**config.mk**
```make
export PLATFORM = sky130hd
export DESIGN_NAME = binary_image_bounding_box_unit
export DESIGN_NICKNAME = d
export VERILOG_FILES = /design/src/design/bbox_pkg.sv /design/src/design/binary_image_bounding_box_unit.sv
export SDC_FILE = /design/constraint.sdc
export NUM_CORES = 1
export LEC_CHECK = 0
export BUFFER_PORTS_ARGS = -buffer_cell sky130_fd_sc_hd__buf_4
export CAP_MARGIN = 20
export CORE_UTILIZATION = 50
export CTS_CLUSTER_DIAMETER = 30
export CTS_CLUSTER_SIZE = 30
export DETAILED_ROUTE_END_ITERATION = 6
export GPL_TIMING_DRIVEN = 0
export PLACE_DENSITY = 0.76
export SETUP_SLACK_MARGIN = 0.1
export SLEW_MARGIN = 5
export SYNTH_ARGS = -nofsm -noshare
export SYNTH_HDL_FRONTEND = slang
export SYNTH_SLANG_ARGS = --single-unit
export TNS_END_PERCENT = 1
```
**constraint.sdc**
```tcl
create_clock -name clk -period 8.7 [get_ports clk]
set_clock_uncertainty 0.1 [all_clocks]
set_input_delay 0.435 -clock clk [delete_from_list [all_inputs] [get_ports clk]]
set_output_delay 0.435 -clock clk [all_outputs]
set_load 0.02 [all_outputs]
```
**src/design/bbox_pkg.sv**
```systemverilog
// Shared constants and types for the binary image bounding box unit.
package bbox_pkg;

    localparam int WORD_BITS_DEFAULT = 32;

    // Frame dimensions are limited to MAX_DIM pixels on either axis.
    localparam int MAX_DIM = 4096;
    localparam int COORD_W = 12;
    localparam int SIZE_W  = 13;
    localparam int CFG_W   = 13;

    localparam int CFG_IDX_W = 1;
    localparam logic [CFG_IDX_W-1:0] REG_IMAGE_WIDTH  = 1'b0;
    localparam logic [CFG_IDX_W-1:0] REG_IMAGE_HEIGHT = 1'b1;

    localparam int RESULT_USED = 1 + 4 * COORD_W + 2 * SIZE_W;
    localparam int RESULT_BITS = ((RESULT_USED + 7) / 8) * 8;

    // Last member lands in the lowest bits.
    typedef struct packed {
        logic [RESULT_BITS-RESULT_USED-1:0] pad;
        logic [SIZE_W-1:0]                  box_height;
        logic [SIZE_W-1:0]                  box_width;
        logic [COORD_W-1:0]                 box_y;
        logic [COORD_W-1:0]                 box_x;
        logic [COORD_W-1:0]                 seek_y;
        logic [COORD_W-1:0]                 seek_x;
        logic                               found;
    } result_t;

endpackage

```
**src/design/binary_image_bounding_box_unit.sv**
```systemverilog
// Binary image bounding box unit: streams packed pixel words, emits one box per frame.
// Throughput: one pixel word per cycle while the output is not held back, including across frame boundaries.
// Each word is registered on input and processed from that register; the frame
//   result is registered into the output when the last word of the frame is consumed.
// The input stalls only when a finished result waits and another frame end is due.
// Reset (rst_n low, asynchronous): counters cleared, trackers idle, width and height 4096.
module binary_image_bounding_box_unit #(
    parameter int WORD_BITS = bbox_pkg::WORD_BITS_DEFAULT
) (
    input  logic                                clk,
    input  logic                                rst_n,
    input  logic                                s_tvalid,
    output logic                                s_tready,
    // [WORD_BITS-1:0] pixel_word, zero padding above
    input  logic [((WORD_BITS+7)/8)*8-1:0]      s_tdata,
    output logic                                m_tvalid,
    input  logic                                m_tready,
    // found, seek_x, seek_y, box_x, box_y, box_width, box_height, zero padding
    output logic [bbox_pkg::RESULT_BITS-1:0]    m_tdata,
    input  logic                                cfg_valid,
    output logic                                cfg_ready,
    input  logic [bbox_pkg::CFG_IDX_W-1:0]      cfg_index,
    input  logic [bbox_pkg::CFG_W-1:0]          cfg_data
);

    localparam int CW  = bbox_pkg::COORD_W;
    localparam int SW  = bbox_pkg::SIZE_W;
    localparam int LOW = (WORD_BITS > 1) ? $clog2(WORD_BITS) : 1;

    logic [WORD_BITS-1:0] in_word_reg;
    logic                 in_valid_reg;
    logic [SW-1:0]        width_reg;
    logic [SW-1:0]        height_reg;
    logic [CW-1:0]        base_reg;
    logic [CW-1:0]        row_reg;
    logic                 any_reg;
    logic [CW-1:0]        first_x_reg;
    logic [CW-1:0]        first_y_reg;
    logic [CW-1:0]        min_col_reg;
    logic [CW-1:0]        max_col_reg;
    logic [CW-1:0]        min_row_reg;
    logic [CW-1:0]        max_row_reg;
    logic                 out_valid_reg;
    bbox_pkg::result_t    out_reg;

    logic [SW-1:0]        width_eff;
    logic [SW-1:0]        height_eff;
    logic [SW-1:0]        rem;
    logic                 in_row;
    logic [WORD_BITS-1:0] mask;
    logic [WORD_BITS-1:0] word;
    logic                 hit;
    logic [LOW-1:0]       lo;
    logic [LOW-1:0]       hi;
    logic [CW-1:0]        lo_x;
    logic [CW-1:0]        hi_x;
    logic                 any_next;
    logic [CW-1:0]        first_x_next;
    logic [CW-1:0]        first_y_next;
    logic [CW-1:0]        min_col_next;
    logic [CW-1:0]        max_col_next;
    logic [CW-1:0]        min_row_next;
    logic [CW-1:0]        max_row_next;
    logic [SW:0]          base_sum;
    logic [SW-1:0]        row_inc;
    logic                 row_end;
    logic                 frame_end;
    logic                 advance;
    bbox_pkg::result_t    result;

    always_comb
    begin
        if (width_reg == '0)
            width_eff = SW'(1);
        else if (width_reg > SW'(bbox_pkg::MAX_DIM))
            width_eff = SW'(bbox_pkg::MAX_DIM);
        else
            width_eff = width_reg;
        if (height_reg == '0)
            height_eff = SW'(1);
        else if (height_reg > SW'(bbox_pkg::MAX_DIM))
            height_eff = SW'(bbox_pkg::MAX_DIM);
        else
            height_eff = height_reg;
    end

    // Pixels at or beyond the image width are padding.
    assign in_row = {1'b0, base_reg} < width_eff;
    assign rem    = width_eff - {1'b0, base_reg};

    always_comb
    begin
        for (int b = 0; b < WORD_BITS; b++)
        begin
            mask[b] = in_row && (SW'(b) < rem);
        end
    end

    assign word = in_word_reg & mask;
    assign hit  = |word;

    always_comb
    begin
        lo = '0;
        hi = '0;
        for (int b = WORD_BITS - 1; b >= 0; b--)
        begin
            if (word[b])
                lo = LOW'(b);
        end
        for (int b = 0; b < WORD_BITS; b++)
        begin
            if (word[b])
                hi = LOW'(b);
        end
    end

    assign lo_x = base_reg + CW'(lo);
    assign hi_x = base_reg + CW'(hi);

    always_comb
    begin
        any_next     = any_reg;
        first_x_next = first_x_reg;
        first_y_next = first_y_reg;
        min_col_next = min_col_reg;
        max_col_next = max_col_reg;
        min_row_next = min_row_reg;
        max_row_next = max_row_reg;
        if (hit)
        begin
            if (!any_reg)
            begin
                any_next     = 1'b1;
                first_x_next = lo_x;
                first_y_next = row_reg;
            end
            if (lo_x < min_col_reg)
                min_col_next = lo_x;
            if (hi_x > max_col_reg)
                max_col_next = hi_x;
            if (row_reg < min_row_reg)
                min_row_next = row_reg;
            if (row_reg > max_row_reg)
                max_row_next = row_reg;
        end
    end

    // Row ends when the next word would start at or past the width.
    assign base_sum  = {2'b00, base_reg} + (SW+1)'(WORD_BITS);
    assign row_end   = base_sum >= {1'b0, width_eff};
    assign row_inc   = {1'b0, row_reg} + SW'(1);
    assign frame_end = row_end && (row_inc >= height_eff);

    always_comb
    begin
        result = '0;
        if (any_next)
        begin
            result.found      = 1'b1;
            result.seek_x     = first_x_next;
            result.seek_y     = first_y_next;
            result.box_x      = min_col_next;
            result.box_y      = min_row_next;
            result.box_width  = {1'b0, max_col_next} - {1'b0, min_col_next} + SW'(1);
            result.box_height = {1'b0, max_row_next} - {1'b0, min_row_next} + SW'(1);
        end
    end

    assign advance   = in_valid_reg && (!frame_end || !out_valid_reg || m_tready);
    assign s_tready  = !in_valid_reg || advance;
    assign m_tvalid  = out_valid_reg;
    assign m_tdata   = out_reg;
    assign cfg_ready = 1'b1;

    always_ff @(posedge clk or negedge rst_n)
    begin
        if (!rst_n)
        begin
            width_reg  <= SW'(bbox_pkg::MAX_DIM);
            height_reg <= SW'(bbox_pkg::MAX_DIM);
        end
        else if (cfg_valid)
        begin
            case (cfg_index)
                bbox_pkg::REG_IMAGE_WIDTH:  width_reg  <= cfg_data;
                bbox_pkg::REG_IMAGE_HEIGHT: height_reg <= cfg_data;
                default: ;
            endcase
        end
    end

    always_ff @(posedge clk or negedge rst_n)
    begin
        if (!rst_n)
            in_valid_reg <= 1'b0;
        else if (s_tready)
            in_valid_reg <= s_tvalid;
    end

    always_ff @(posedge clk)
    begin
        if (s_tready && s_tvalid)
            in_word_reg <= s_tdata[WORD_BITS-1:0];
    end

    always_ff @(posedge clk or negedge rst_n)
    begin
        if (!rst_n)
        begin
            base_reg    <= '0;
            row_reg     <= '0;
            any_reg     <= 1'b0;
            first_x_reg <= '0;
            first_y_reg <= '0;
            min_col_reg <= '1;
            max_col_reg <= '0;
            min_row_reg <= '1;
            max_row_reg <= '0;
        end
        else if (advance)
        begin
            if (frame_end)
            begin
                base_reg    <= '0;
                row_reg     <= '0;
                any_reg     <= 1'b0;
                first_x_reg <= '0;
                first_y_reg <= '0;
                min_col_reg <= '1;
                max_col_reg <= '0;
                min_row_reg <= '1;
                max_row_reg <= '0;
            end
            else
            begin
                if (row_end)
                begin
                    base_reg <= '0;
                    row_reg  <= row_inc[CW-1:0];
                end
                else
                begin
                    base_reg <= base_sum[CW-1:0];
                end
                any_reg     <= any_next;
                first_x_reg <= first_x_next;
                first_y_reg <= first_y_next;
                min_col_reg <= min_col_next;
                max_col_reg <= max_col_next;
                min_row_reg <= min_row_next;
                max_row_reg <= max_row_next;
            end
        end
    end

    always_ff @(posedge clk or negedge rst_n)
    begin
        if (!rst_n)
            out_valid_reg <= 1'b0;
        else if (advance && frame_end)
            out_valid_reg <= 1'b1;
        else if (m_tready)
            out_valid_reg <= 1'b0;
    end

    always_ff @(posedge clk)
    begin
        if (advance && frame_end)
            out_reg <= result;
    end

`ifndef ASSERT_OFF
    // Empty frame reports all zeros.
    a_empty_zero: assert property (@(posedge clk) disable iff (!rst_n)
        (out_valid_reg && !out_reg.found) |-> (out_reg == '0))
        else $error("empty frame result not all zero");

    // The first set pixel lies in the top row of the box, at or right of its left edge.
    a_seek_in_box: assert property (@(posedge clk) disable iff (!rst_n)
        (out_valid_reg && out_reg.found) |->
            (out_reg.seek_y == out_reg.box_y && out_reg.box_x <= out_reg.seek_x
             && out_reg.box_width != '0 && out_reg.box_height != '0))
        else $error("seek position outside box");

    // Trackers stay at their reset values until a set pixel is seen.
    a_idle_trackers: assert property (@(posedge clk) disable iff (!rst_n)
        !any_reg |-> (min_col_reg == '1 && min_row_reg == '1
                      && max_col_reg == '0 && max_row_reg == '0))
        else $error("trackers moved without a set pixel");

    // A completed frame always shows up on the output next cycle.
    a_frame_result: assert property (@(posedge clk) disable iff (!rst_n)
        (advance && frame_end) |=> out_valid_reg)
        else $error("frame end did not produce a result word");
`endif

endmodule
```
## Word-level counts from Yosys, hierarchy flattened

Cells that the tools add are included.

| storage, ports and cells | value |
|---|---|
| memories kept | 0 |
| output and inout port bits | 83 |
| bits in read-only memories | 0 |
| RAM bits | 0 |
| input bits | 51 |
| register bits | 232 |
| latch bits | 0 |

| operators by class | value |
|---|---|
| eq/ne operators | 0 |
| magnitude comparators | 41 |
| bitwise gates (word level) | 2 |
| reduce and logical (&&, ||, !) cells | 50 |
| shift-type cells | 0 |
| mux-type cells | 94 |
| $mul | 0 |
| add/sub/neg operators | 9 |
| divide/modulo/power cells | 0 |

Operators with widths:

| operator | count |
|---|---|
| 5-bit 2-to-1 mux | 62 |
| 12-bit 2-to-1 mux | 22 |
| 5-bit by 13-bit < comparator with 1-bit output (first input constant) | 16 |
| 4-bit by 13-bit < comparator with 1-bit output (first input constant) | 8 |
| 3-bit by 13-bit < comparator with 1-bit output (first input constant) | 4 |
| 13-bit 2-to-1 mux | 4 |
| 1-bit logical AND | 36 |
| 32-bit AND | 1 |
| 32-bit OR reduction | 1 |
| 13-bit by 1-bit adder with 13-bit output (second input constant) | 2 |
| 13-bit greater-or-equal comparator | 2 |
| 13-bit greater-than comparator (second input constant) | 2 |
| 13-bit zero test | 2 |
| 1-bit by 13-bit < comparator with 1-bit output (first input constant) | 2 |
| 2-bit by 13-bit < comparator with 1-bit output (first input constant) | 2 |
| 12-bit by 12-bit subtractor with 13-bit output | 2 |
| 12-bit by 5-bit adder with 12-bit output | 2 |
| 12-bit greater-than comparator | 2 |
| 12-bit < comparator | 2 |
| 12-bit by 1-bit adder with 13-bit output (second input constant) | 1 |
| 12-bit by 6-bit adder with 13-bit output (second input constant) | 1 |
| 12-bit by 13-bit < comparator with 1-bit output | 1 |
| 13-bit by 12-bit subtractor with 13-bit output | 1 |
| 1-bit 2-to-1 mux | 6 |
| other kinds (5) | 12 |

## Longest topological paths before layout

Gate-level depths: netlist of the first run.

| depth | value |
|---|---|
| depth in word-level cells | 45 |
| mapped depth | 57 |
| depth with buffers taken out | 50 |

## Worst setup path after synthesis of the first run

OpenSTA, ideal clock, no wires.

| path | value |
|---|---|
| kind | reg2reg |
| start | register width_reg[12] |
| end | register out_reg (netlist bit m_tdata[61]) (data pin) |
| data arrival time | 7918 ps |
| stages on the path, launching flop included | 44 |
| path slack | 425 ps |
| period minus slack after synthesis | 8275 ps |
| setup time | 257 ps |
| cell sequence | dfstp_2 > clkbuf_1 > inv_1 > clkbuf_1 > nand2_1 > inv_1 > ha_1 > a21oi_2 > a21oi_2 > or2_4 > a2111oi_4 > nand4_2 > buf_6 > buf_2 > o31a_1 > o21ai_0 > o21bai_1 > a311oi_1 > (+8 left out) > o21ai_0 > o211ai_1 > nand3_2 > buf_6 > mux2_2 > ha_1 > ha_1 > a21o_1 > a21oi_1 > o21ai_0 > a21oi_1 > o21bai_1 > a21oi_1 > o21bai_1 > a21oi_1 > o21ai_0 > xor2_1 > nor2_1 |

| between the ends | value |
|---|---|
| word-level cells in the longest chain between the ends | 45 |

RTL lines:

| item | RTL line | source |
|---|---|---|
| start: declaration | binary_image_bounding_box_unit.sv:32 | `logic [SW-1:0] width_reg;` |
| start signal: assignment | binary_image_bounding_box_unit.sv:180 | `width_reg <= SW'(bbox_pkg::MAX_DIM);` |
| start signal: assignment | binary_image_bounding_box_unit.sv:186 | `bbox_pkg::REG_IMAGE_WIDTH: width_reg <= cfg_data;` |
| 13-bit greater-than comparator | binary_image_bounding_box_unit.sv:75 | `else if (width_reg > SW'(bbox_pkg::MAX_DIM))` |
| 13-bit 2-to-1 mux | binary_image_bounding_box_unit.sv:75 |  |
| 13-bit 2-to-1 mux * | binary_image_bounding_box_unit.sv:73 | `if (width_reg == '0)` |
| 13-bit by 12-bit subtractor with 13-bit output | binary_image_bounding_box_unit.sv:89 | `assign rem = width_eff - {1'b0, base_reg};` |
| 5-bit by 13-bit < comparator with 1-bit output | binary_image_bounding_box_unit.sv:95 | `mask[b] = in_row && (SW'(b) < rem);` |
| 1-bit logical AND | binary_image_bounding_box_unit.sv:95 |  |
| 32-bit AND * | binary_image_bounding_box_unit.sv:99 | `assign word = in_word_reg & mask;` |
| 5-bit 2-to-1 mux (32 in a row) | binary_image_bounding_box_unit.sv:108 | `if (word[b])` |
| 12-bit by 5-bit adder with 12-bit output | binary_image_bounding_box_unit.sv:118 | `assign lo_x = base_reg + CW'(lo);` |
| 12-bit < comparator | binary_image_bounding_box_unit.sv:138 | `if (lo_x < min_col_reg)` |
| 12-bit 2-to-1 mux | binary_image_bounding_box_unit.sv:138 |  |
| 12-bit 2-to-1 mux | binary_image_bounding_box_unit.sv:130 | `if (hit)` |
| 12-bit by 12-bit subtractor with 13-bit output | binary_image_bounding_box_unit.sv:165 | `result.box_width = {1'b0, max_col_next} - {1'b0, min_col_next} + SW'(1);` |
| 13-bit by 1-bit adder with 13-bit output | binary_image_bounding_box_unit.sv:165 |  |
| end signal: assignment | binary_image_bounding_box_unit.sv:270 | `out_reg <= result;` |
| end: declaration | binary_image_bounding_box_unit.sv:44 | `bbox_pkg::result_t out_reg;` |

Mark *: on every way between the ends. The rest lies on a longest branch, timed or not.
A chain may end at the register's enable or synchronous reset.

## Worst setup path in the final report of the first run

| path | value |
|---|---|
| start | register width_reg[12] |
| end | register out_reg (netlist bit m_tdata[60]) (data pin) |

The elaborated chain is that of the path after synthesis.

==> results.cfg, run 1 <==
[logic_synthesis]
synthTopCellsByArea = edfxtp_1, dfrtp_1, ha_1
synth_edf_count = 107
synthArstFlopShare_pct = 52.9
synth_top_cell_area_share_pct = 21.9
synth-seq-cells = 227
synth_warnings = 0
synthCells = 1446
seq_area_frac_synth_pct = 42.6
synth_flop_cell = edfxtp_1
syn_avg_cell_area_sq_um = 10.1
yosysUniqueCellTypes = 93
yosysTopAreaCell = edfxtp_1
syn_area_sq_um = 14700

[die]
floorplan.initialDensity_pct = 51.0
rows = 62
design.core.area_sq_um = 28800
dieWidth_microns = 173
die-area_sq_um = 30000
io-pin-count = 134
fp.dieH_microns = 173

[critical_path]
required_ps = 8910
cp_slowest_stage_delay_ps = 540
worst_setup_path_end_kind = register
rrSetupSlack_ps = 350
critical_path_class = reg2reg
reg2reg_depth = 45
arrival_ps = 8570
crit_slowest_cell = dfstp_2
worstPathMaxFanout = 10
r2r-start = width_reg[12]
rr_endpoint = m_tdata[60]
cp-start-kind = register

[power]
pwr_density_cell_nw_per_um2 = 465
p_total_mw = 8.68
p_leak_nw = 8.24
vdd.ir_drop.worst_uv = 283

[layout]
final_common_cell = buf_4
multi_input_area_sq_um = 7980
fin_util_pct = 64.9
num_antenna_cells = 0
largest_reg_flops = 75
layout-drive-gt1-share_pct = 24.3
final_cell_mix = buf_4, nand2_1, ha_1
area_growth_pct = 27.4
nets = 1876
final-seq-area_sq_um = 6250
fillerInstances = 2196

[detailed_routing]
ant_nets = 0
wl_per_cell_microns = 19.0
viasPerCell = 5.84
drt_wl_total_microns = 40200
num_vias = 12361
drc = 0
drtIter0Drc = 1042
firstDrtPassIters = 5

[placed_design]
dp_hpwl_microns = 29200
portBuffers = 127
routabilityCongestion = 0.940

[grt]
gr-usage-all-layers_pct = 26.2
grt_max_degree = 91
grt_pass1_wl_microns = 62500
antenna_found_initial = 0
grt-ovfl-total = 0
grt_pass1_vias = 11614

[sta]
post-route-period-util_pct = 96.0
period_needed_ps = 8350
worst_pin_slew_ps = 897
maxClockFrequency_ghz = 0.120
slew_violations = 0
setup_viol = 0
slew_headroom_pct = 40.2
hold_violations = 0

[worst_hold_path]
hold_start = s_tvalid
worstHoldPathType = in2reg
hold_end = in_valid_reg
holdPathStages = 2

[job]
maxCapViolations = 0

[clock_tree]
clock_path_buffers = 3
htreeDepth = 2
cts_root_buf = clkbuf_16
clk_pin_slew_ps = 50
cts_buffers = 45
cts_tree = done
cts_sinks = 227
insertion_delay_ps = 560

[run_status]
run_status = finished, final reports clean
[metal layers]
metal | GRT usage (%) | vias up | routed length (microns)
li1 | - | 5808 | -
met4 | 6.93 | 0 | 953
met5 | 0 | - | 0
met2 | 43.3 | 520 | 19100
met3 | 3.77 | 83 | 2670
met1 | 36.1 | 5950 | 17500
[layout make-up]
cell class / instances / share of cell area [%]
Tap cell: 384 / 2.57
Timing Repair Buffer: 197 / 8.85
Sequential cell: 227 / 33.4
Buffer: 85 / 2.46
Clock buffer: 49 / 6.11
Multi-Input combinational cell: 1049 / 42.7
Clock inverter: 34 / 2.00
Inverter: 91 / 1.85
[kinds of logic after synthesis]
| group | after synthesis | synth area share [%] |
|---|---|---|
| fa+ha+maj | 129 | 11.1 |
| buf+inv | 178 | 5.17 |
| other cells | 2 | 0.0512 |
| flops | 227 | 42.6 |
| compound gates | 389 | 19.0 |
| simple gates | 402 | 13.8 |
| xor+xnor | 46 | 2.90 |
| mux | 73 | 5.38 |
[where the power goes]
| part | switching, mW | total (mW) | internal, mW |
|---|---|---|---|
| logic | 2.84 | 5.27 | 2.42 |
| clock network | 0.614 | 1.70 | 1.09 |
| registers | 0.144 | 1.72 | 1.57 |
| total | 3.60 | 8.68 | 5.08 |
[critical path: cells and delay by family, from the launching register on]
kind / cells / cell delay [ps]
adder cells (fa/ha/maj): 5 / 1250
XOR/XNOR: 1 / 150
buffers and inverters: 10 / 1300
flip-flops: 1 / 540
AND/OR/NAND/NOR: 11 / 1270
AO/OA/AOI/OAI: 17 / 3190
multiplexers: 1 / 290
[stage by stage]
stage | setup TNS (ps) | std cells | worst slack, ps | hold WS [ps] | instance area [sq um]
2_1_floorplan | 0 | 1454 | 425 | 39.4 | 14700
3_3_place_gp | -4500 | 1965 | -929 | 378 | 16100
3_5_place_dp | -4280 | 1969 | -933 | 243 | 16200
4_1_cts | 0 | 2098 | 123 | 0.0880 | 18300
5_1_grt | -5.82 | 2116 | -5.82 | 13.7 | 18700
6_report | 0 | 2116 | 347 | 3.71 | 18700
[cell usage after synthesis, types with 5 or more instances]
cell and count:
nand2_1 135, ha_1 127, edfxtp_1 107, dfrtp_1 94, inv_1 90, nor2_1 90
o21ai_0 88, a21oi_1 55, a22o_1 55, clkbuf_1 48, mux2_2 33, nand3_1 30
a21o_1 26, dfstp_2 26, mux2i_1 26, xnor2_1 22, buf_2 21, xor2_1 21
a31oi_1 18, nand2b_1 18, nor2b_1 18, nor3_1 18, and2_1 17, o21a_1 15
and3_1 14, mux2_1 14, nand4_1 14, buf_4 13, a22oi_1 11, o21bai_1 11
o22a_1 11, o311a_1 9, nor4_1 8, o211ai_1 8, o21ai_1 8, o31ai_1 8
a211oi_1 7, or2_2 6, a311oi_1 5, o211a_1 5, o31a_1 5
[repair_timing]
item	CTS	global route
endpoints found under the setup margin	9	6
resized for setup	33	53
gates cloned	0	2
pin swaps	11	29
setup buffers	14	17
endpoints found under the hold margin	62	0
hold buffers	33	0
[worst max-delay path by stage]
stage / endpoint / slack (ps) / start / cells after the start
6_report: m_tdata[60] / 350 / width_reg[12] / 45
5_1_grt: m_tdata[60] / -6 / width_reg[12] / 47
4_1_cts: m_tdata[60] / 120 / width_reg[12] / 45
3_5_place_dp: m_tdata[61] / -930 / width_reg[12] / 44
3_3_place_gp: m_tdata[61] / -930 / width_reg[12] / 44
2_1_floorplan: m_tdata[61] / 430 / width_reg[12] / 43
Note: power is estimated with default switching activity, not from simulation.
==> run 2, diff against run 1 <==
- CORE_UTILIZATION: 50 -> 45
- PLACE_DENSITY: 0.76 -> 0.7
==> results.cfg, run 2 (synthesized netlist as in run 1, its figures left out) <==
[worst_hold_path]
hold_start = cfg_data[10]
worstHoldPathType = in2reg
holdPathStages = 2
hold_end = height_reg[10]

[critical_path]
crit_top_cell = o21ai_1
arrival_ps = 8580
cp_slowest_stage_delay_ps = 410
required_ps = 8940
worst_setup_path_end_kind = register
reg2reg_depth = 45
worstPathMaxFanout = 10
r2r-start = base_reg[7]
cp-start-kind = register
rr_endpoint = m_tdata[60]
crit_slowest_cell = dfrtp_1
critical_path_class = reg2reg
rrSetupSlack_ps = 360

[detailed_routing]
viasPerCell = 5.60
wl_per_cell_microns = 18.9
drc = 0
num_vias = 12208
drt_wl_total_microns = 41100
drtIter0Drc = 717
ant_nets = 0
firstDrtPassIters = 5

[clock_tree]
clock_path_buffers = 3
cts_root_buf = clkbuf_16
cts_tree = done
insertion_delay_ps = 590
cts_buffers = 50
clk_pin_slew_ps = 50
htreeDepth = 2
cts_sinks = 227

[die]
dieWidth_microns = 183
design.core.area_sq_um = 31800
io-pin-count = 134
die-area_sq_um = 33300
fp.dieH_microns = 183
rows = 65
floorplan.initialDensity_pct = 46.1

[placed_design]
routabilityCongestion = 0.950
portBuffers = 127
dp_hpwl_microns = 29700
place_area_sq_um = 16300
dp.cells = 2020

[grt]
grt_pass1_wl_microns = 64000
antenna_found_initial = 0
grt_max_degree = 91
grt-ovfl-total = 0
grt_pass1_vias = 12002
gr-usage-all-layers_pct = 24.3

[power]
p_leak_nw = 8.34
p_total_mw = 8.89
vdd.ir_drop.worst_uv = 301
pwr_density_cell_nw_per_um2 = 469

[layout]
design_area_sq_um = 19000
final_cell_mix = buf_4, nand2_1, ha_1
layout-drive-gt1-share_pct = 25.2
fin_cells = 2179
fillerInstances = 2663
multi_input_area_sq_um = 8010
area_growth_pct = 29.4
nets = 1882
largest_reg_flops = 75
final_common_cell = buf_4
num_antenna_cells = 0
final-seq-area_sq_um = 6250

[sta]
slew_violations = 0
hold_ws_ps = 12.5
post-route-period-util_pct = 95.9
setup_viol = 0
slew_headroom_pct = 42.2
period_needed_ps = 8340
hold_violations = 0
maxClockFrequency_ghz = 0.120
worst_pin_slew_ps = 867

[run_status]
run_status = finished, final reports clean

[job]
maxCapViolations = 0
## run 2: changes by cell type in the layout (fill, tap and decap cells not counted), moves of 3 or more
| cell | change |
|---|---|
| inv_6 | -5 |
| ha_1 | -4 |
| clkinv_2 | +7 |
| clkbuf_4 | +3 |
| nand2_2 | +3 |
| ha_2 | +4 |
| clkbuf_16 | +4 |
## run 2: worst max path at each step
stage                  start          end  slack (ps)
6_report         base_reg[7]  m_tdata[60]         360
5_1_grt          base_reg[7]  m_tdata[60]         -30
4_1_cts        width_reg[12]  m_tdata[60]         130
3_5_place_dp   width_reg[12]  m_tdata[61]        -990
3_3_place_gp   width_reg[12]  m_tdata[61]        -970
2_1_floorplan  width_reg[12]  m_tdata[61]         430
## run 2: area by class of cell
cell class / count / area share (%)
Multi-Input combinational cell: 1049 / 42.2
Sequential cell: 227 / 32.9
Timing Repair Buffer: 198 / 8.67
Clock buffer: 58 / 6.86
Tap cell: 435 / 2.87
Buffer: 85 / 2.46
Clock inverter: 36 / 2.19
Inverter: 91 / 1.80
## run 2: layer usage
layer / vias up / track usage (%) / share of wire, %
met4: 0 / 7.97 / 2.6
met5: - / 0 / 0
met2: 420 / 38.9 / 46
met1: 5888 / 33.6 / 45
li1: 5824 / - / -
met3: 76 / 4.05 / 5.7
## run 2: timing repair
| action | 4_1_cts | 5_1_grt |
|---|---|---|
| cloned | 0 | 1 |
| setup endpoints to repair | 10 | 6 |
| hold endpoints to repair | 63 | 0 |
| buffers inserted | 15 | 17 |
| resized for setup | 30 | 61 |
| pin swaps | 12 | 31 |
| hold buffers | 34 | 0 |
## run 2: critical path: cells and delay by family (launching register included)
family	cells	cell delay [ps]
AO/OA/AOI/OAI	19	2850
multiplexers	1	280
flip-flops	1	410
buffers and inverters	8	1230
adder cells (fa/ha/maj)	6	1670
AND/OR/NAND/NOR	9	1360
XOR/XNOR	2	190
## run 2: report_power, final
group / leakage (nW) / switching [mW] / internal, mW / total, mW
clock network: 0.831 / 0.639 / 1.23 / 1.87
registers: 2.50 / 0.141 / 1.57 / 1.72
logic: 5.02 / 2.87 / 2.44 / 5.30
## run 2: metrics by stage
stage,setup TNS (ps),util [%],worst slack (ps)
2_1_floorplan,0,-,425
3_3_place_gp,-9210,50.9,-974
3_5_place_dp,-4880,51.2,-987
4_1_cts,0,58.4,125
5_1_grt,-34.2,59.7,-34.2
6_report,0,59.7,357
